[src/rtl/ipds_pkg.sv]
// Shared types and constants for the image pair difference statistics unit.
// No dependencies; every other file in rtl/ imports this package.
package ipds_pkg;

  localparam int IDX_W    = 24;              // pixel index width
  localparam int CNT_W    = IDX_W + 1;       // counters hold up to 2^IDX_W
  localparam int PIX_W    = 16;
  localparam int SUM_W    = 40;
  localparam int FRAC_W   = 8;               // fraction bits of the mean
  localparam int DVD_W    = SUM_W + FRAC_W;  // dividend width of the mean
  localparam int MEAN_W   = 24;
  localparam int DIVC_W   = $clog2(DVD_W);
  localparam int QDEPTH   = 2;
  localparam int QPTR_W   = $clog2(QDEPTH);
  localparam int QCNT_W   = $clog2(QDEPTH + 1);

  localparam logic [CNT_W-1:0] CAP = CNT_W'(1) << IDX_W;

  // Running totals of one image, also the entry format of the totals queue.
  typedef struct packed {
    logic [CNT_W-1:0] total;
    logic [CNT_W-1:0] dcount;
    logic [SUM_W-1:0] sum;
    logic [PIX_W-1:0] maxd;
    logic             found;
    logic [IDX_W-1:0] first_idx;
    logic [PIX_W-1:0] first_a;
    logic [PIX_W-1:0] first_b;
    logic             ovf;
  } stats_t;

endpackage

[src/rtl/ipds_front.sv]
// Front end: accumulates per-image difference stats, one pair a cycle when accepted.
// Depends on ipds_pkg; emits a totals snapshot on the last pair of an image.
module ipds_front import ipds_pkg::*; (
  input  logic             clk,
  input  logic             rst_n,
  input  logic             accept,
  input  logic [PIX_W-1:0] pixel_a,
  input  logic [PIX_W-1:0] pixel_b,
  input  logic             last_pixel,
  output logic             snap_push,
  output stats_t           snap
);

  stats_t           st_r, st_nxt, cur;
  logic [PIX_W-1:0] diff;
  logic             nz;
  logic             sat;
  logic [IDX_W-1:0] idx;
  logic [SUM_W:0]   sum_add;

  always_comb begin
    diff    = (pixel_a > pixel_b) ? (pixel_a - pixel_b) : (pixel_b - pixel_a);
    nz      = |diff;
    sat     = (st_r.total == CAP);
    idx     = sat ? {IDX_W{1'b1}} : st_r.total[IDX_W-1:0];
    sum_add = (SUM_W+1)'(st_r.sum) + (SUM_W+1)'(diff);

    cur       = st_r;
    cur.total = sat ? st_r.total : st_r.total + CNT_W'(1);
    if (sat) cur.ovf = 1'b1;
    if (nz) begin
      if (sum_add[SUM_W]) begin
        cur.sum = {SUM_W{1'b1}};
        cur.ovf = 1'b1;
      end else begin
        cur.sum = sum_add[SUM_W-1:0];
      end
      if (diff > st_r.maxd) cur.maxd = diff;
      if (st_r.dcount == CAP) cur.ovf = 1'b1;
      else cur.dcount = st_r.dcount + CNT_W'(1);
      if (!st_r.found) begin
        cur.found     = 1'b1;
        cur.first_idx = idx;
        cur.first_a   = pixel_a;
        cur.first_b   = pixel_b;
      end
    end

    st_nxt = st_r;
    if (accept) st_nxt = last_pixel ? '0 : cur;
  end

  assign snap_push = accept && last_pixel;
  assign snap      = cur;

  always_ff @(posedge clk) begin
    if (!rst_n) st_r <= '0;
    else st_r <= st_nxt;
  end

endmodule

[src/rtl/ipds_queue.sv]
// Two-entry queue of image totals between the front end and the divider.
// Depends on ipds_pkg for stats_t and the queue depth.
module ipds_queue import ipds_pkg::*; (
  input  logic   clk,
  input  logic   rst_n,
  input  logic   push,
  input  stats_t push_data,
  output logic   full,
  input  logic   pop,
  output stats_t pop_data,
  output logic   empty
);

  stats_t            mem_r [QDEPTH];
  logic [QPTR_W-1:0] wr_ptr_r, rd_ptr_r;
  logic [QCNT_W-1:0] cnt_r, cnt_nxt;

  assign full     = (cnt_r == QCNT_W'(QDEPTH));
  assign empty    = (cnt_r == '0);
  assign pop_data = mem_r[rd_ptr_r];

  always_comb begin
    cnt_nxt = cnt_r;
    if (push && !pop) cnt_nxt = cnt_r + QCNT_W'(1);
    if (pop && !push) cnt_nxt = cnt_r - QCNT_W'(1);
  end

  always_ff @(posedge clk) begin
    if (!rst_n) begin
      wr_ptr_r <= '0;
      rd_ptr_r <= '0;
      cnt_r    <= '0;
    end else begin
      if (push) wr_ptr_r <= wr_ptr_r + QPTR_W'(1);
      if (pop)  rd_ptr_r <= rd_ptr_r + QPTR_W'(1);
      cnt_r <= cnt_nxt;
    end
  end

  always_ff @(posedge clk) begin
    if (push) mem_r[wr_ptr_r] <= push_data;
  end

endmodule

[src/rtl/ipds_back.sv]
// Back end: restoring divider for the Q16.8 mean, one quotient bit a cycle,
// and the result register. Depends on ipds_pkg.
module ipds_back import ipds_pkg::*; (
  input  logic              clk,
  input  logic              rst_n,
  input  logic              q_empty,
  input  stats_t            q_data,
  output logic              q_pop,
  output logic              out_empty,
  input  logic              out_pop,
  output stats_t            res,
  output logic [MEAN_W-1:0] res_mean
);

  localparam logic [1:0] ST_IDLE = 2'd0;
  localparam logic [1:0] ST_DIV  = 2'd1;
  localparam logic [1:0] ST_DONE = 2'd2;

  logic [1:0]        state_r, state_nxt;
  logic [DIVC_W-1:0] cnt_r;
  stats_t            hold_r;
  logic [DVD_W-1:0]  dvd_r;
  logic [CNT_W-1:0]  rem_r;
  logic [MEAN_W-1:0] quo_r;
  logic              out_valid_r, out_valid_nxt;
  stats_t            res_r;
  logic [MEAN_W-1:0] mean_r;

  logic [CNT_W:0]    rem_sh, rem_sub;
  logic              ge;
  logic              load_out;

  assign rem_sh  = {rem_r, dvd_r[DVD_W-1]};
  assign rem_sub = rem_sh - (CNT_W+1)'(hold_r.dcount);
  assign ge      = (rem_sh >= (CNT_W+1)'(hold_r.dcount));

  assign q_pop    = (state_r == ST_IDLE) && !q_empty;
  assign load_out = (state_r == ST_DONE) && (!out_valid_r || out_pop);

  always_comb begin
    state_nxt = state_r;
    unique case (state_r)
      ST_IDLE: if (!q_empty) state_nxt = ST_DIV;
      ST_DIV:  if (cnt_r == '0) state_nxt = ST_DONE;
      ST_DONE: if (load_out) state_nxt = ST_IDLE;
      default: state_nxt = ST_IDLE;
    endcase
    out_valid_nxt = out_valid_r;
    if (out_pop && out_valid_r) out_valid_nxt = 1'b0;
    if (load_out) out_valid_nxt = 1'b1;
  end

  always_ff @(posedge clk) begin
    if (!rst_n) begin
      state_r     <= ST_IDLE;
      out_valid_r <= 1'b0;
    end else begin
      state_r     <= state_nxt;
      out_valid_r <= out_valid_nxt;
    end
  end

  // Divider datapath: load on pop, shift one bit per cycle.
  always_ff @(posedge clk) begin
    if (q_pop) begin
      hold_r <= q_data;
      dvd_r  <= {q_data.sum, {FRAC_W{1'b0}}};
      rem_r  <= '0;
      quo_r  <= '0;
      cnt_r  <= DIVC_W'(DVD_W - 1);
    end else if (state_r == ST_DIV) begin
      dvd_r <= dvd_r << 1;
      rem_r <= ge ? rem_sub[CNT_W-1:0] : rem_sh[CNT_W-1:0];
      quo_r <= {quo_r[MEAN_W-2:0], ge};
      cnt_r <= cnt_r - DIVC_W'(1);
    end
  end

  always_ff @(posedge clk) begin
    if (load_out) begin
      res_r  <= hold_r;
      mean_r <= (hold_r.dcount == '0) ? '0 : quo_r;
    end
  end

  assign out_empty = !out_valid_r;
  assign res       = res_r;
  assign res_mean  = mean_r;

endmodule

[src/rtl/image_pair_difference_stats_unit.sv]
// Image pair difference statistics: top level joining front end, totals queue
// and divider back end. Depends on ipds_pkg, ipds_front, ipds_queue, ipds_back.
//
// Usage: push one pair of 16-bit pixels per cycle in raster order, with
// in_last_pixel high on the final pair of an image. Pairs are taken at one
// per cycle while in_full is low; the accumulators (pair count, sum of
// absolute differences, max, differing count, first difference) update as
// each pair is taken. The last pair of an image moves a snapshot of the totals
// into a two-entry queue and clears the accumulators, so the next image can
// start on the following cycle if the queue has room. The back end takes the
// entry and computes the mean as floor(256 * sum / differing_count) with a
// restoring divider, one quotient bit per cycle, then loads the result
// register once it is free. in_full rises only when both queue entries wait
// on the back end, i.e. when images arrive faster than they drain. Counters
// saturate at 2^24 pairs and the sum at 2^40 - 1, each setting out_overflow.
module image_pair_difference_stats_unit import ipds_pkg::*; (
  input  logic              clk,
  input  logic              rst_n,
  // pixel pair input
  input  logic              in_push,
  output logic              in_full,
  input  logic [PIX_W-1:0]  in_pixel_a,
  input  logic [PIX_W-1:0]  in_pixel_b,
  input  logic              in_last_pixel,
  // result output
  output logic              out_empty,
  input  logic              out_pop,
  output logic [CNT_W-1:0]  out_total_pixels,
  output logic [CNT_W-1:0]  out_differing_count,
  output logic [MEAN_W-1:0] out_mean_difference,
  output logic [PIX_W-1:0]  out_max_difference,
  output logic              out_any_difference,
  output logic [IDX_W-1:0]  out_first_index,
  output logic [PIX_W-1:0]  out_first_value_a,
  output logic [PIX_W-1:0]  out_first_value_b,
  output logic              out_overflow
);

  logic   accept;
  logic   q_push, q_full, q_pop, q_empty;
  stats_t snap, q_data, res;

  // Accept a pair whenever the totals queue has room for a possible snapshot.
  assign in_full = q_full;
  assign accept  = in_push && !q_full;

  ipds_front u_front (
    .clk        (clk),
    .rst_n      (rst_n),
    .accept     (accept),
    .pixel_a    (in_pixel_a),
    .pixel_b    (in_pixel_b),
    .last_pixel (in_last_pixel),
    .snap_push  (q_push),
    .snap       (snap)
  );

  ipds_queue u_queue (
    .clk       (clk),
    .rst_n     (rst_n),
    .push      (q_push),
    .push_data (snap),
    .full      (q_full),
    .pop       (q_pop),
    .pop_data  (q_data),
    .empty     (q_empty)
  );

  ipds_back u_back (
    .clk       (clk),
    .rst_n     (rst_n),
    .q_empty   (q_empty),
    .q_data    (q_data),
    .q_pop     (q_pop),
    .out_empty (out_empty),
    .out_pop   (out_pop),
    .res       (res),
    .res_mean  (out_mean_difference)
  );

  // Drive result fields from the back end's result register.
  assign out_total_pixels    = res.total;
  assign out_differing_count = res.dcount;
  assign out_max_difference  = res.maxd;
  assign out_any_difference  = res.found;
  assign out_first_index     = res.first_idx;
  assign out_first_value_a   = res.first_a;
  assign out_first_value_b   = res.first_b;
  assign out_overflow        = res.ovf;

  // A snapshot never lands on a full queue.
  a_no_queue_overflow: assert property (@(posedge clk) disable iff (!rst_n)
    q_push |-> !q_full)
    else $error("snapshot pushed into full totals queue");

  // Reset leaves no result pending.
  a_empty_after_reset: assert property (@(posedge clk)
    !rst_n |=> out_empty)
    else $error("result pending after reset");

  // With no differing pair the mean and first-difference fields are zero.
  a_no_diff_zero_mean: assert property (@(posedge clk) disable iff (!rst_n)
    (!out_empty && out_differing_count == '0) |->
      (out_mean_difference == '0 && !out_any_difference))
    else $error("nonzero mean without differing pairs");

  a_no_diff_zero_first: assert property (@(posedge clk) disable iff (!rst_n)
    (!out_empty && !out_any_difference) |->
      (out_first_index == '0 && out_first_value_a == '0 && out_first_value_b == '0))
    else $error("first difference reported without any difference");

endmodule

[config.mk]
export PLATFORM = sky130hd
export DESIGN_NAME = image_pair_difference_stats_unit
export DESIGN_NICKNAME = d
export VERILOG_FILES = /design/src/rtl/ipds_pkg.sv /design/src/rtl/ipds_front.sv /design/src/rtl/ipds_queue.sv /design/src/rtl/ipds_back.sv /design/src/rtl/image_pair_difference_stats_unit.sv
export SDC_FILE = /design/constraint.sdc
export NUM_CORES = 1
export LEC_CHECK = 0
export ABC_AREA = 0
export BUFFER_PORTS_ARGS = -buffer_cell sky130_fd_sc_hd__buf_4
export CORE_MARGIN = 2
export CORE_UTILIZATION = 45
export CTS_CLUSTER_SIZE = 10
export DETAILED_ROUTE_END_ITERATION = 16
export PLACE_DENSITY = 0.73
export SETUP_SLACK_MARGIN = 0.3
export SKIP_LAST_GASP = 1
export SLEW_MARGIN = 20
export SYNTH_ARGS = -nofsm -noshare
export SYNTH_HDL_FRONTEND = slang
export SYNTH_SLANG_ARGS = --single-unit
[constraint.sdc]
create_clock -name clk -period 8.3 [get_ports clk]
set_input_delay 1.245 -clock clk [delete_from_list [all_inputs] [get_ports clk]]
set_output_delay 1.245 -clock clk [all_outputs]
set_load 0.02 [all_outputs]
# ---- After elaboration in Yosys (flattened, before gate mapping)
# Memory sizes are Yosys's and may differ from the RTL's. A register that Yosys moved wholly into a read port is not among the register bits.
# Cells that the tools add are included.
dict set report op_classes {
  reduce_logical 22
  shift 0
  div_mod_pow 0
  magnitude_cmp 3
  multipliers 0
  bitwise 0
  n_addsub 11
  n_eq_ne 8
  mux 27
}
# cell n
set op_table {}
lappend op_table {{164-bit 2-to-1 mux} 1}
lappend op_table {{139-bit 2-to-1 mux} 1}
lappend op_table {{48-bit 2-to-1 mux} 2}
lappend op_table {{25-bit 2-to-1 mux} 3}
lappend op_table {{56-bit 2-to-1 mux} 1}
lappend op_table {{25-bit by 1-bit adder with 25-bit output, second input constant} 2}
lappend op_table {{25-bit equality test, second input constant} 2}
lappend op_table {{40-bit by 16-bit adder with 41-bit output} 1}
lappend op_table {{40-bit 2-to-1 mux} 1}
lappend op_table {{16-bit greater-than comparator} 2}
lappend op_table {{16-bit 2-to-1 mux} 2}
lappend op_table {{16-bit subtractor} 2}
lappend op_table {{26-bit by 25-bit greater-or-equal comparator with 1-bit output} 1}
lappend op_table {{25-bit zero test} 1}
lappend op_table {{25-bit subtractor} 1}
lappend op_table {{24-bit 2-to-1 mux} 1}
lappend op_table {{16-bit OR reduction} 1}
lappend op_table {{2-bit 2-to-1 mux} 5}
lappend op_table {{1-bit 2-to-1 mux} 9}
lappend op_table {{1-bit logical AND} 7}
lappend op_table {{6-bit zero test} 1}
lappend op_table {{2-bit one-hot mux with 3 select lines} 1}
lappend op_table {{2-bit nonzero test} 3}
lappend op_table {{6-bit by 1-bit subtractor with 6-bit output, second input constant} 1}
lappend op_table {{other kinds (11)} 19}
dict set report word_totals {
  n_memories 1
  word_cells 107
  latchBits 0
  romBits 0
  inputBits 37
  ram_bits 328
  regBits 538
  out_inout_bits 150
}
# memory depth width rd rd_ports_with_merged_regs wr line_no
set mem_list {}
lappend mem_list {u_queue.mem_r 2 164 1 1 1 ipds_queue.sv:14} ;# stats_t mem_r [QDEPTH];

# ---- Depth between registers and ports, before layout
# Gate-level depths: netlist (run 1).
dict set report depth {
  depth_word 7
  ltp_mapped 25
  mapped_depth_nobuf 23
}

# ---- Hierarchy
# From an unflattened synthesis (run 1), not the netlist that was laid out.
dict set report unflattened {
  hier_cells 3047
  hier_area_um2 40012.1
}
# module seq_area_each_um2 area_per_inst_um2 n_inst cells_each
set modules_own_cells {}
lappend modules_own_cells {ipds_back 12932.4 16198.0 1 1039}
lappend modules_own_cells {ipds_queue 9949.5 12042.8 1 532}
lappend modules_own_cells {ipds_front 3283.1 11757.5 1 1475}
lappend modules_own_cells {image_pair_difference_stats_unit 0.0 13.8 1 1}

# ---- Worst setup path after synthesis (run 1)
# Ideal clock, no wire load.
dict set report synth_timing {
  path_kind {input-to-reg}
  start {input in_push}
  end {memory u_queue.mem_r[0][0] (netlist name), enable pin}
  stages 3
  required_ns 7.608
  path_buffers 0
  setup_time_ns 0.692
  setup_slack_ns -0.733
  arrival_time_ns 8.342
  cell_sequence {and2_1 -> nand2_1 -> nor2_1}
}
dict set report synth_between {
  elab_chain_len 4
}
# element line_no
set synth_lines {}
lappend synth_lines {{start: declaration} image_pair_difference_stats_unit.sv:20} ;# input logic in_push,
lappend synth_lines {{1-bit logical AND} image_pair_difference_stats_unit.sv:45} ;# assign accept = in_push && !q_full;
lappend synth_lines {{1-bit logical AND} ipds_front.sv:53} ;# assign snap_push = accept && last_pixel;
lappend synth_lines {{1-bit 2-to-1 mux} ipds_queue.sv:41} ;# if (push) mem_r[wr_ptr_r] <= push_data;
lappend synth_lines {{1-bit 2-to-1 mux (not written as such)} ipds_queue.sv:41}
lappend synth_lines {{end: declaration} ipds_queue.sv:14}
# Every way passes these cells.

==> key figures, run 1 <==
Yosys
  • Post-synthesis async set-or-reset flop share: 0
  • Library cells used by synthesis: 81
  • Synthesized area: 37200 µm²
  • Warnings from Yosys: 0
  • FF+latch count, synth: 867
  • Mean Syn Cell Area: 12.7 µm²
  • Post-Synthesis Cells: 2935
  • Net Count, Synth: 3074
  • Post-synth EDFFs: 640
  • Sequential fraction of the synthesis area: 0.639
  • Top_reg_cell synth: edfxtp_1

Cells and area
  • Multi-input gate area: 12400 µm²
  • Core Util, Final: 0.521
  • Register area: 23800 µm²
  • Number of diodes: 0
  • NumNets Final: 3253
  • Commonest non-fill, non-tap cell in the layout: edfxtp_1
  • Layout area overhead: 14.9%
  • Layout fillers: 6896
  • Layout cells sized above 1: 0.171
  • Most frequent cells in the layout: 640 x edfxtp_1, 231 x nand2_1, 227 x buf_4

Floorplanning
  • Starting Density: 0.454
  • Die area: 84900 µm²
  • Number of top-level pins: 187
  • Die Y-Extent: 291 µm
  • Row count: 105
  • Total core area: 82000 µm²
  • Die Wd: 291 µm

Clock tree
  • Clock Path Buffers: 3
  • Clk slew on worst S/H paths: 0.06 ns
  • Hold Buf Count CTS: 0
  • Inserted Clock Buffers: 99
  • PostCTS Resize Cnt: 0
  • Setup bufs post-CTS: 0
  • Worst-Skew Late Latency: 0.66 ns
  • Number of H-tree levels: 3
  • CTS tree: yes
  • CTS Root Cell: clkbuf_16
  • Num Clock Sinks: 867

Drt
  • WL/cell: 19.2 µm
  • Final WL: 81900 µm
  • DRC viols: 0
  • Via density: 5.56
  • Met3 WL: 4570 µm
  • Initial drt markers: 1913
  • Met2 WL: 39100 µm
  • Highest routed metal layer: met5
  • Metal-1 WL: 36100 µm
  • Initial DRT Pass Iterations: 6
  • Vias after detailed routing: 23700
  • Post-route ant nets: 0

Critical path
  • Critical register-to-register path startpoint: u_front.st_r[74]
  • R2R depth: 14
  • Critical R2R Capture: u_queue.mem_r[1][98]
  • Crit path from: in_pixel_a[0]
  • Crit path to: u_queue.mem_r[1][94]
  • CP Capture Type: register
  • Crit path kind: in -> reg
  • Startpoint types: input port
  • Worst R2R Setup Slack: 4.31 ns
  • Critical Path AT: 6.67 ns
  • Worst-path fanout max: 19
  • Required time worst endpoint: 8.65 ns

Timing
  • Fin crit share: 0.761
  • Final setup violation count: 0
  • Fin crit period: 6.32 ns
  • Max Freq: 0.158 GHz
  • Final clock skew: 0.0387 ns
  • Max-slew violations: 0
  • Hold WS: 0.416 ns
  • Fin. Hold Viols: 0
  • Slew @ Worst Pin: 1.11 ns
  • RSZ-0062 raised after global routing: no
  • Setup_tns: 0 ns
  • Slew margin rel.: 0.260

Power and ir drop
  • Sw Pwr: 4.06 mW
  • Sequential share of power: 0.455
  • PwrDens: 312 nW/µm²
  • Sw Ratio: 0.305
  • P_int: 9.25 mW
  • Clock Power Share: 0.307
  • Overall power: 13.3 mW
  • Combinational fraction of design power: 0.238
  • Max VDD drop: 0.000185 V
  • Pleak: 15.6 nW

Min path
  • Tightest Hold Check Type: reg -> reg

GRT
  • Antenna violations before repair: 1
  • First-pass GRT wire length: 129000 µm
  • Largest net degree at the start of global routing: 149
  • GRT Util Overall: 0.189
  • Global route total overflow: 0
  • Vias in the first global route: 23400

Placed design
  • Port Buffers: 186
  • Gpl congestion: 0.893
  • Post-DP HPWL: 51300 µm

Job
  • Max-cap violation count: 0

Outcome
  • Run status: complete, no violations
## power by group through the flow
stage | sequential (mW) | combinational (mW) | clock [mW]
final | 6.06 | 3.16 | 4.09
after CTS | 6.07 | 3.19 | 4.17
after global placement | 6.13 | 3.11 | 0
after floorplan | 6.03 | 2.37 | 0
after detailed placement | 6.14 | 3.16 | 0
after global routing | 6.13 | 3.51 | 4.35
## metrics by stage
stage	instance area [µm²]	setup slack [ns]	cells
floorplan	37200	2.05	2935
global placement	39700	1.49	4083
detailed placement	39700	1.41	4083
CTS	42700	2.08	4267
global route	42700	1.64	4267
finish	42700	1.98	4267
## cell type report
class | instances | share of cell area
repair buffers | 229 | 0.0408
multi-input cells | 1799 | 0.289
clock buffers | 174 | 0.0673
well taps | 1070 | 0.0313
flip-flops and latches | 867 | 0.556
clock inverters | 10 | 0.00451
inverters | 118 | 0.0105
## flip-flops by register name, indices dropped and copies added (netlist names), 2 cells and up, named ones only
name and cells:
u_back.cnt_r 6, u_back.dvd_r 40, u_back.hold_r 124, u_back.quo_r 24
u_back.rem_r 25, u_back.res 124, u_back.res_mean 24, u_back.state_r 2
u_front.st_r 164, u_queue.cnt_r 2, u_queue.mem_r 328
## worst min-delay path by stage
stage,from,cells after the start,slack [ns],end
after detailed placement,u_back.hold_r[139],0,0.40,u_back.res[139]
final,u_back.hold_r[8],0,0.42,u_back.res[8]
after global placement,u_back.hold_r[60],0,0.40,u_back.res[60]
after floorplan,u_back.hold_r[0],0,0.40,u_back.res[0]
after global routing,u_back.hold_r[31],0,0.42,u_back.res[31]
after CTS,u_back.hold_r[139],0,0.41,u_back.res[139]
## worst max-delay path: stages
cell,delay [ns]
buf_4,0.12
inv_1,0.06
ha_1,0.16
inv_1,0.05
fa_1,0.47
a211oi_2,0.26
o21ai_1,0.13
a41o_1,0.28
o21ai_4,0.29
mux2i_1,0.25
xor2_1,0.42
ha_1,0.37
a21boi_0,0.16
o21ai_0,0.21
a21boi_0,0.15
o21a_1,0.20
o21ai_0,0.39
a211o_1,0.33
nor3_2,0.06
buf_4,0.22
nor2_1,0.60
a31oi_1,0.24
## routing by layer
| layer | track usage | vias to the layer above |
|---|---|---|
| li1 | - | 11300 |
| met1 | 0.255 | 11600 |
| met2 | 0.313 | 735 |
| met3 | 0.0306 | 160 |
| met4 | 0.0558 | 2 |
| met5 | 0 | - |
## cell usage after synthesis (all sizes together) (4+ instances only)
master / number / area share
fa: 4 / 0.0022
xor2: 38 / 0.0090
or3: 8 / 0.0013
o31a: 4 / 0.00094
clkbuf: 105 / 0.011
a31o: 6 / 0.0014
o211ai: 6 / 0.0012
a211oi: 19 / 0.0040
nand2: 232 / 0.024
o21bai: 5 / 0.0010
nand2b: 15 / 0.0025
nand3: 53 / 0.0071
nor2b: 61 / 0.010
nor4: 28 / 0.0049
edfxtp: 640 / 0.52
o21a: 19 / 0.0039
a32oi: 6 / 0.0014
o31ai: 22 / 0.0044
a311oi: 7 / 0.0016
nand4: 23 / 0.0039
or2: 6 / 0.0010
o21ai: 164 / 0.022
ha: 98 / 0.033
xnor2: 56 / 0.013
mux2i: 58 / 0.016
and4: 8 / 0.0020
inv: 118 / 0.012
a41oi: 4 / 0.00094
a211o: 4 / 0.00094
a21boi: 10 / 0.0020
a22oi: 24 / 0.0048
nor2: 175 / 0.018
nor3: 55 / 0.0081
a21o: 38 / 0.0077
mux2: 160 / 0.048
buf: 46 / 0.0077
a31oi: 50 / 0.0084
a22o: 54 / 0.013
dfxtp: 227 / 0.12
and3: 37 / 0.0064
a21oi: 157 / 0.022
o2bb2ai: 25 / 0.0059
nor3b: 5 / 0.0010
and2: 24 / 0.0040
## logic make-up after synthesis
group,Yosys count,synth area share
compound gates,645,0.113
xor+xnor,94,0.0223
fa+ha+maj,102,0.0351
buf+inv,269,0.0302
flops,867,0.639
mux,218,0.0641
simple gates,740,0.0960
Power figures use the tool's default switching activity.
==> inputs of run 2 (changes only) <==
- PLACE_DENSITY: 0.73 -> 0.71
- clock period: 8.3 -> 6 ns (I/O delays scaled with it)
==> run 2 against run 1 <==
Effect of this change: final area grew 1.2%; combinational power grew 43%; sequential cell count is the same; sequential share of layout area shrank 0.64 points; non-clock buffer count grew 61; total power grew 38%; global-route usage is essentially flat; final cell count grew 1.5%; critical path type unchanged; highest routed layer unchanged.
==> key figures, run 2 (synthesis gave the netlist of run 1 again) <==
Clock tree
  • Clock Path Buffers: 3 (unchanged)
  • Inserted Clock Buffers: 99 (unchanged)
  • CTS Root Cell: clkbuf_16 (unchanged)
  • Setup bufs post-CTS: 0 (unchanged)
  • Num Clock Sinks: 867 (unchanged)
  • Clk slew on worst S/H paths: 0.06 ns (about the same)
  • Number of H-tree levels: 3 (unchanged)
  • Worst-Skew Late Latency: 0.66 ns (about the same)
  • CTS tree: yes (unchanged)

Cells and area
  • Most frequent cells in the layout: 640 x edfxtp_1, 279 x buf_4, 231 x nand2_1 (was 640 x edfxtp_1, 231 x nand2_1, 227 x buf_4)
  • Biggest registers after layout: u_queue.mem_r (328), u_front.st_r (164) (unchanged)
  • Multi-input gate area: 12400 µm² (about the same)
  • Final instance area: 43200 µm² (was 42700 µm²)
  • Layout fillers: 6882 (was 6896)
  • Layout cells sized above 1: 0.187 (was 0.171)
  • Final Non-Filler Cells: 4331 (was 4267)
  • Layout area overhead: 16.3% (was 14.9%)
  • Commonest non-fill, non-tap cell in the layout: edfxtp_1 (unchanged)
  • Register area: 23800 µm² (unchanged)
  • NumNets Final: 3314 (was 3253)
  • Number of diodes: 0 (unchanged)
  • Largest register by flop count: u_queue.mem_r (unchanged)
  • Core Util, Final: 0.527 (was 0.521)
  • Largest register FFs: 328 (unchanged)

Timing
  • Final clock skew: 0.0356 ns (was 0.0387 ns)
  • Final setup violation count: 0 (unchanged)
  • Slew @ Worst Pin: 1.14 ns (was 1.11 ns)
  • Slew margin rel.: 0.239 (was 0.260)
  • Setup_tns: 0 ns (unchanged)
  • Final worst setup slack: 0.585 ns (was 1.98 ns)
  • Fin crit share: 0.902
  • RSZ-0062 raised after global routing: yes (was no)
  • Max Freq: 0.185 GHz
  • Max-slew violations: 0 (unchanged)
  • Fin. Hold Viols: 0 (unchanged)
  • Fin crit period: 5.41 ns
  • Hold WS: 0.413 ns (was 0.416 ns)

Critical path
  • Worst-path fanout max: 7 (was 19)
  • Startpoint types: input port (unchanged)
  • Crit path buf inv count: 4 (unchanged)
  • Worst R2R Setup Slack: 2.27 ns (was 4.31 ns)
  • R2R depth: 14 (unchanged)
  • Critical path's largest stage delay: 0.46 ns (was 0.60 ns)
  • Critical Path AT: 5.77 ns (was 6.67 ns)
  • Crit path kind: in -> reg (unchanged)
  • Critical Path Stages: 24 (was 22)
  • Worst path cell trace: buf_4 -> inv_1 -> ha_1 -> inv_1 -> fa_1 -> a211oi_2 -> o21ai_1 -> a41o_1 -> o21ai_4 -> mux2i_1 -> xnor2_2 -> inv_1 -> ha_1 -> a21o_1 -> a21o_1 -> a21o_1 -> nor3_1 -> a211oi_1 -> o31ai_1 -> nor2_1 -> nand3_1 -> nand2_1 -> a21oi_1 -> a21oi_1 (was buf_4 -> inv_1 -> ha_1 -> inv_1 -> fa_1 -> a211oi_2 -> o21ai_1 -> a41o_1 -> o21ai_4 -> mux2i_1 -> xor2_1 -> ha_1 -> a21boi_0 -> o21ai_0 -> a21boi_0 -> o21a_1 -> o21ai_0 -> a211o_1 -> nor3_2 -> buf_4 -> nor2_1 -> a31oi_1)
  • Crit-path slowest cell: o31ai_1 (was nor2_1)
  • Required time worst endpoint: 6.36 ns (was 8.65 ns)
  • CP top delay family: compound AO/OA/AOI/OAI gates (unchanged)
  • CP Capture Type: register (unchanged)

Power and ir drop
  • Pleak: 15.9 nW (was 15.6 nW)
  • Overall power: 18.4 mW (was 13.3 mW)
  • Max VDD drop: 0.000287 V (was 0.000185 V)
  • PwrDens: 426 nW/µm² (was 312 nW/µm²)

Floorplanning
  • Die Wd: 291 µm (unchanged)
  • Starting Density: 0.454 (unchanged)
  • Number of top-level pins: 187 (unchanged)
  • Row count: 105 (unchanged)
  • Die Y-Extent: 291 µm (unchanged)
  • Die area: 84900 µm² (unchanged)
  • Total core area: 82000 µm² (unchanged)

Placed design
  • Dpl cell area: 40200 µm² (was 39700 µm²)
  • Pre-CTS setup slack: -0.220 ns (was 1.41 ns)
  • Gpl congestion: 0.881 (was 0.893)
  • Dpl cells: 4144 (was 4083)
  • Port Buffers: 186 (unchanged)
  • Post-DP HPWL: 52400 µm (was 51300 µm)

Drt
  • Initial DRT Pass Iterations: 6 (unchanged)
  • DRC viols: 0 (unchanged)
  • Initial drt markers: 1753 (was 1913)
  • Final WL: 81800 µm (was 81900 µm)
  • Post-route ant nets: 0 (unchanged)
  • Via density: 5.49 (was 5.56)
  • WL/cell: 18.9 µm (was 19.2 µm)
  • Vias after detailed routing: 23800 (was 23700)

Min path
  • Tightest Hold Check Type: reg -> reg (unchanged)
  • Worst hold stages: 0 (unchanged)

GRT
  • Global route total overflow: 0 (unchanged)
  • Antenna violations before repair: 1 (unchanged)
  • GRT Util Overall: 0.188 (was 0.189)
  • Largest net degree at the start of global routing: 110 (was 149)
  • First-pass GRT wire length: 128000 µm (was 129000 µm)
  • Vias in the first global route: 23200 (was 23400)

Job
  • Max-cap violation count: 0 (unchanged)

Outcome
  • Run status: complete, no violations (unchanged)
run 2: cell types whose count changed in the layout (fill, tap and decap cells not counted), sizes merged:
cell	change
bufinv	-1
buf	+61
clkbuf	+4
run 2: worst paths after layout:
kind	from	end
worst max register to register	u_back.dvd_r[47]	u_back.rem_r[20]
worst min-delay path	u_back.hold_r[163]	u_back.res[163]
worst min register to register	u_back.hold_r[163]	u_back.res[163]
worst max-delay path	in_pixel_a[0]	u_queue.mem_r[0][99]
run 2: worst reg2reg max path: cells and delay by family, from the launching register on:
family,cells,cell delay (ns)
and+or+nand+nor,4,0.83
DFF,1,0.42
AOI/OAI and AO/OA,6,1.50
adders and majority gates,2,0.63
buffers and inverters,2,0.29
run 2: cell type report:
class                      instances  share of cell area
multi-input combinational       1799               0.286
clock buffer                     178              0.0659
clock inverter                     9             0.00298
sequential                       867               0.550
tap                             1070              0.0310
inverter                         118              0.0104
timing repair buffer             290              0.0535
run 2: metal layers:
| layer | vias up | track usage | wire, µm |
|---|---|---|---|
| met1 | 11600 | 0.256 | 36700 |
| met3 | 129 | 0.0328 | 4300 |
| met4 | 2 | 0.0453 | 1510 |
| li1 | 11400 | - | - |
| met2 | 690 | 0.315 | 39300 |
| met5 | - | 0 | 13 |
run 2: power breakdown:
group	switching, mW	internal [mW]	total [mW]
registers	0.474	7.91	8.38
logic	2.82	1.70	4.52
clock network	2.31	3.21	5.51
run 2: what timing repair did:
item | in CTS | in global routing
resized for setup | 0 | 5
hold buffers | 0 | 0
endpoints found under the setup margin | 0 | 58
==> inputs of run 3 (changes only) <==
- GPL_TIMING_DRIVEN: not set -> 0
==> run 3 against run 2 <==
Effect of this change: largest cell class unchanged; utilization up 0.63 points; critical endpoint is now u_queue.mem_r[0][97]; highest routed layer unchanged; count of clock-buffer cells in the layout shrank 1; critical path depth is the same; largest power group unchanged; first-iteration DRC count rose by 19%; global-route usage increased by 1.1 points; hold slack about the same.
==> key figures, run 3 (synthesis gave the netlist of run 1 again) <==
Outcome
  • Run status: complete, no violations (unchanged)

Placed design
  • Port Buffers: 186 (unchanged)
  • Post-DP HPWL: 60200 µm (was 52400 µm)
  • Gpl congestion: 0.921 (was 0.881)
  • Dpl cell area: 40400 µm² (was 40200 µm²)

Clock tree
  • Worst-Skew Late Latency: 0.66 ns (about the same)
  • Number of H-tree levels: 3 (unchanged)
  • CTS Root Cell: clkbuf_16 (unchanged)
  • Clk slew on worst S/H paths: 0.05 ns (was 0.06 ns)
  • CTS tree: yes (unchanged)
  • Hold Buf Count CTS: 0 (unchanged)
  • Num Clock Sinks: 867 (unchanged)
  • Inserted Clock Buffers: 98 (was 99)
  • Clock Path Buffers: 3 (unchanged)

Min path
  • Tightest Hold Check Type: reg -> reg (unchanged)

Power and ir drop
  • Combinational fraction of design power: 0.260 (was 0.245)
  • P_int: 12.9 mW (was 12.8 mW)
  • Sequential share of power: 0.445 (was 0.455)
  • Sw Ratio: 0.309 (was 0.304)
  • Sw Pwr: 5.77 mW (was 5.60 mW)
  • Overall power: 18.7 mW (was 18.4 mW)
  • Clock Power Share: 0.294 (was 0.299)
  • Pleak: 16.0 nW (was 15.9 nW)
  • Max VDD drop: 0.000311 V (was 0.000287 V)
  • PwrDens: 427 nW/µm² (was 426 nW/µm²)

Floorplanning
  • Total core area: 82000 µm² (unchanged)
  • Number of top-level pins: 187 (unchanged)
  • Die Y-Extent: 291 µm (unchanged)
  • Die Wd: 291 µm (unchanged)
  • Starting Density: 0.454 (unchanged)
  • Row count: 105 (unchanged)
  • Die area: 84900 µm² (unchanged)

Drt
  • Initial DRT Pass Iterations: 5 (was 6)
  • DRC viols: 0 (unchanged)
  • Vias after detailed routing: 24300 (was 23800)
  • Post-route ant nets: 0 (unchanged)
  • WL/cell: 19.6 µm (was 18.9 µm)
  • Initial drt markers: 2089 (was 1753)
  • Via density: 5.52 (was 5.49)
  • Final WL: 86600 µm (was 81800 µm)

Timing
  • RSZ-0062 raised after global routing: no (was yes)
  • Slew @ Worst Pin: 1.13 ns (was 1.14 ns)
  • Max Freq: 0.181 GHz (was 0.185 GHz)
  • Fin. Hold Viols: 0 (unchanged)
  • Slew margin rel.: 0.249 (was 0.239)
  • Fin crit period: 5.53 ns (was 5.41 ns)
  • Fin crit share: 0.922 (was 0.902)
  • Final clock skew: 0.0280 ns (was 0.0356 ns)
  • Final setup violation count: 0 (unchanged)
  • Max-slew violations: 0 (unchanged)

Critical path
  • Critical R2R Capture: u_back.rem_r[14] (was u_back.rem_r[20])
  • Crit path from: in_pixel_a[0] (unchanged)
  • Crit path kind: in -> reg (unchanged)
  • Required time worst endpoint: 6.45 ns (was 6.36 ns)
  • Startpoint types: input port (unchanged)
  • Worst-path fanout max: 10 (was 7)
  • Crit path to: u_queue.mem_r[0][97] (was u_queue.mem_r[0][99])
  • Worst R2R Setup Slack: 1.86 ns (was 2.27 ns)
  • Critical Path AT: 5.98 ns (was 5.77 ns)
  • R2R depth: 15 (was 14)
  • Critical register-to-register path startpoint: u_back.dvd_r[47] (unchanged)
  • CP Capture Type: register (unchanged)

Cells and area
  • Commonest non-fill, non-tap cell in the layout: edfxtp_1 (unchanged)
  • Biggest registers after layout: u_queue.mem_r (328), u_front.st_r (164) (unchanged)
  • Number of diodes: 0 (unchanged)
  • Largest register FFs: 328 (unchanged)
  • Multi-input gate area: 12600 µm² (was 12400 µm²)
  • Final instance area: 43700 µm² (was 43200 µm²)
  • Largest register by flop count: u_queue.mem_r (unchanged)
  • Layout area overhead: 17.6% (was 16.3%)
  • Layout cells sized above 1: 0.182 (was 0.187)
  • Most frequent cells in the layout: 640 x edfxtp_1, 231 x nand2_1, 227 x dfxtp_1 (was 640 x edfxtp_1, 279 x buf_4, 231 x nand2_1)
  • Layout fillers: 6832 (was 6882)
  • NumNets Final: 3392 (was 3314)
  • Register area: 23800 µm² (about the same)

GRT
  • Vias in the first global route: 23700 (was 23200)
  • First-pass GRT wire length: 133000 µm (was 128000 µm)
  • Global route total overflow: 0 (unchanged)
  • GRT Util Overall: 0.199 (was 0.188)
  • Antenna violations before repair: 4 (was 1)
  • Largest net degree at the start of global routing: 79 (was 110)

Job
  • Max-cap violation count: 0 (unchanged)
==> run 3: cell count changes in the layout (fill, tap and decap cells not counted), moves of 6 or more <==
cell	change
buf_6	+7
buf_1	+7
buf_4	-72
o21ai_0	-10
o21ai_1	+7
xnor2_2	+6
clkbuf_1	+99
xnor2_1	-6
buf_16	+10
buf_2	+24
==> run 3: what timing repair did <==
item / in CTS / in global routing
setup endpoints to repair: 160 / 146
gates resized for setup: 21 / 55
pin swaps: 2 / 6
buffers inserted: 3 / 9
==> run 3: worst min-delay path by stage <==
stage / startpoint / to / cells after the start
finish: u_back.hold_r[41] / u_back.res[41] / 0
global route: u_back.hold_r[32] / u_back.res[32] / 0
CTS: u_back.hold_r[64] / u_back.res[64] / 0
detailed placement: u_back.hold_r[139] / u_back.res[139] / 0
global placement: u_back.hold_r[50] / u_back.res[50] / 0
floorplan: u_back.hold_r[0] / u_back.res[0] / 0
==> run 3: through the flow <==
| stage | worst slack [ns] | cells | hold slack, ns | TNS, ns | utilization |
|---|---|---|---|---|---|
| after detailed placement | -1.32 | 4211 | 0.405 | -128.13 | 0.493 |
| final | 0.470 | 4407 | 0.413 | 0 | 0.534 |
| after floorplan | 0.340 | 2935 | 0.400 | 0 | - |
| after global placement | -2.65 | 4191 | 0.403 | -779.85 | 0.487 |
| after CTS | 0.237 | 4398 | 0.417 | 0 | 0.530 |
| after global routing | 0.297 | 4407 | 0.420 | 0 | 0.534 |
==> run 3: final cells by class <==
| type | count | area share |
|---|---|---|
| Buffer | 151 | 0.0160 |
| Inverter | 118 | 0.0101 |
| Clock inverter | 7 | 0.00312 |
| Timing Repair Buffer | 218 | 0.0448 |
| Multi-Input combinational cell | 1799 | 0.288 |
| Tap cell | 1070 | 0.0306 |
| Clock buffer | 177 | 0.0640 |
| Sequential cell | 867 | 0.543 |
==> run 3: power by group through the flow <==
stage	logic (mW)	clock network, mW	registers [mW]
6_report	4.86	5.49	8.31
5_1_grt	5.36	5.84	8.39
4_1_cts	4.79	5.60	8.31
3_5_place_dp	4.74	0	8.42
3_3_place_gp	4.52	0	8.50
2_1_floorplan	3.28	0	8.29
==> run 3: worst max-delay path, cell delays in order <==
cell and delay [ns]:
buf_4 0.14, inv_1 0.05, ha_1 0.16, inv_1 0.06
fa_2 0.37, a211oi_2 0.29, o21ai_1 0.15, a41o_1 0.29
o21a_2 0.25, buf_6 0.17, mux2i_2 0.21, fa_2 0.40
nand3b_1 0.19, a21boi_1 0.18, o21ai_1 0.10, a21boi_1 0.21
o21a_1 0.18, o21ai_2 0.13, a211o_4 0.41, or3_4 0.39
clkbuf_4 0.22, o21ai_0 0.15, a21oi_1 0.12, a31oi_1 0.25
==> run 3: routing by layer <==
metal,up-vias,track usage,wire length [µm]
li1,11500,-,-
met1,11800,0.266,38000
met2,784,0.327,40900
met3,165,0.0412,5370
met4,6,0.0612,2260
met5,-,0,43
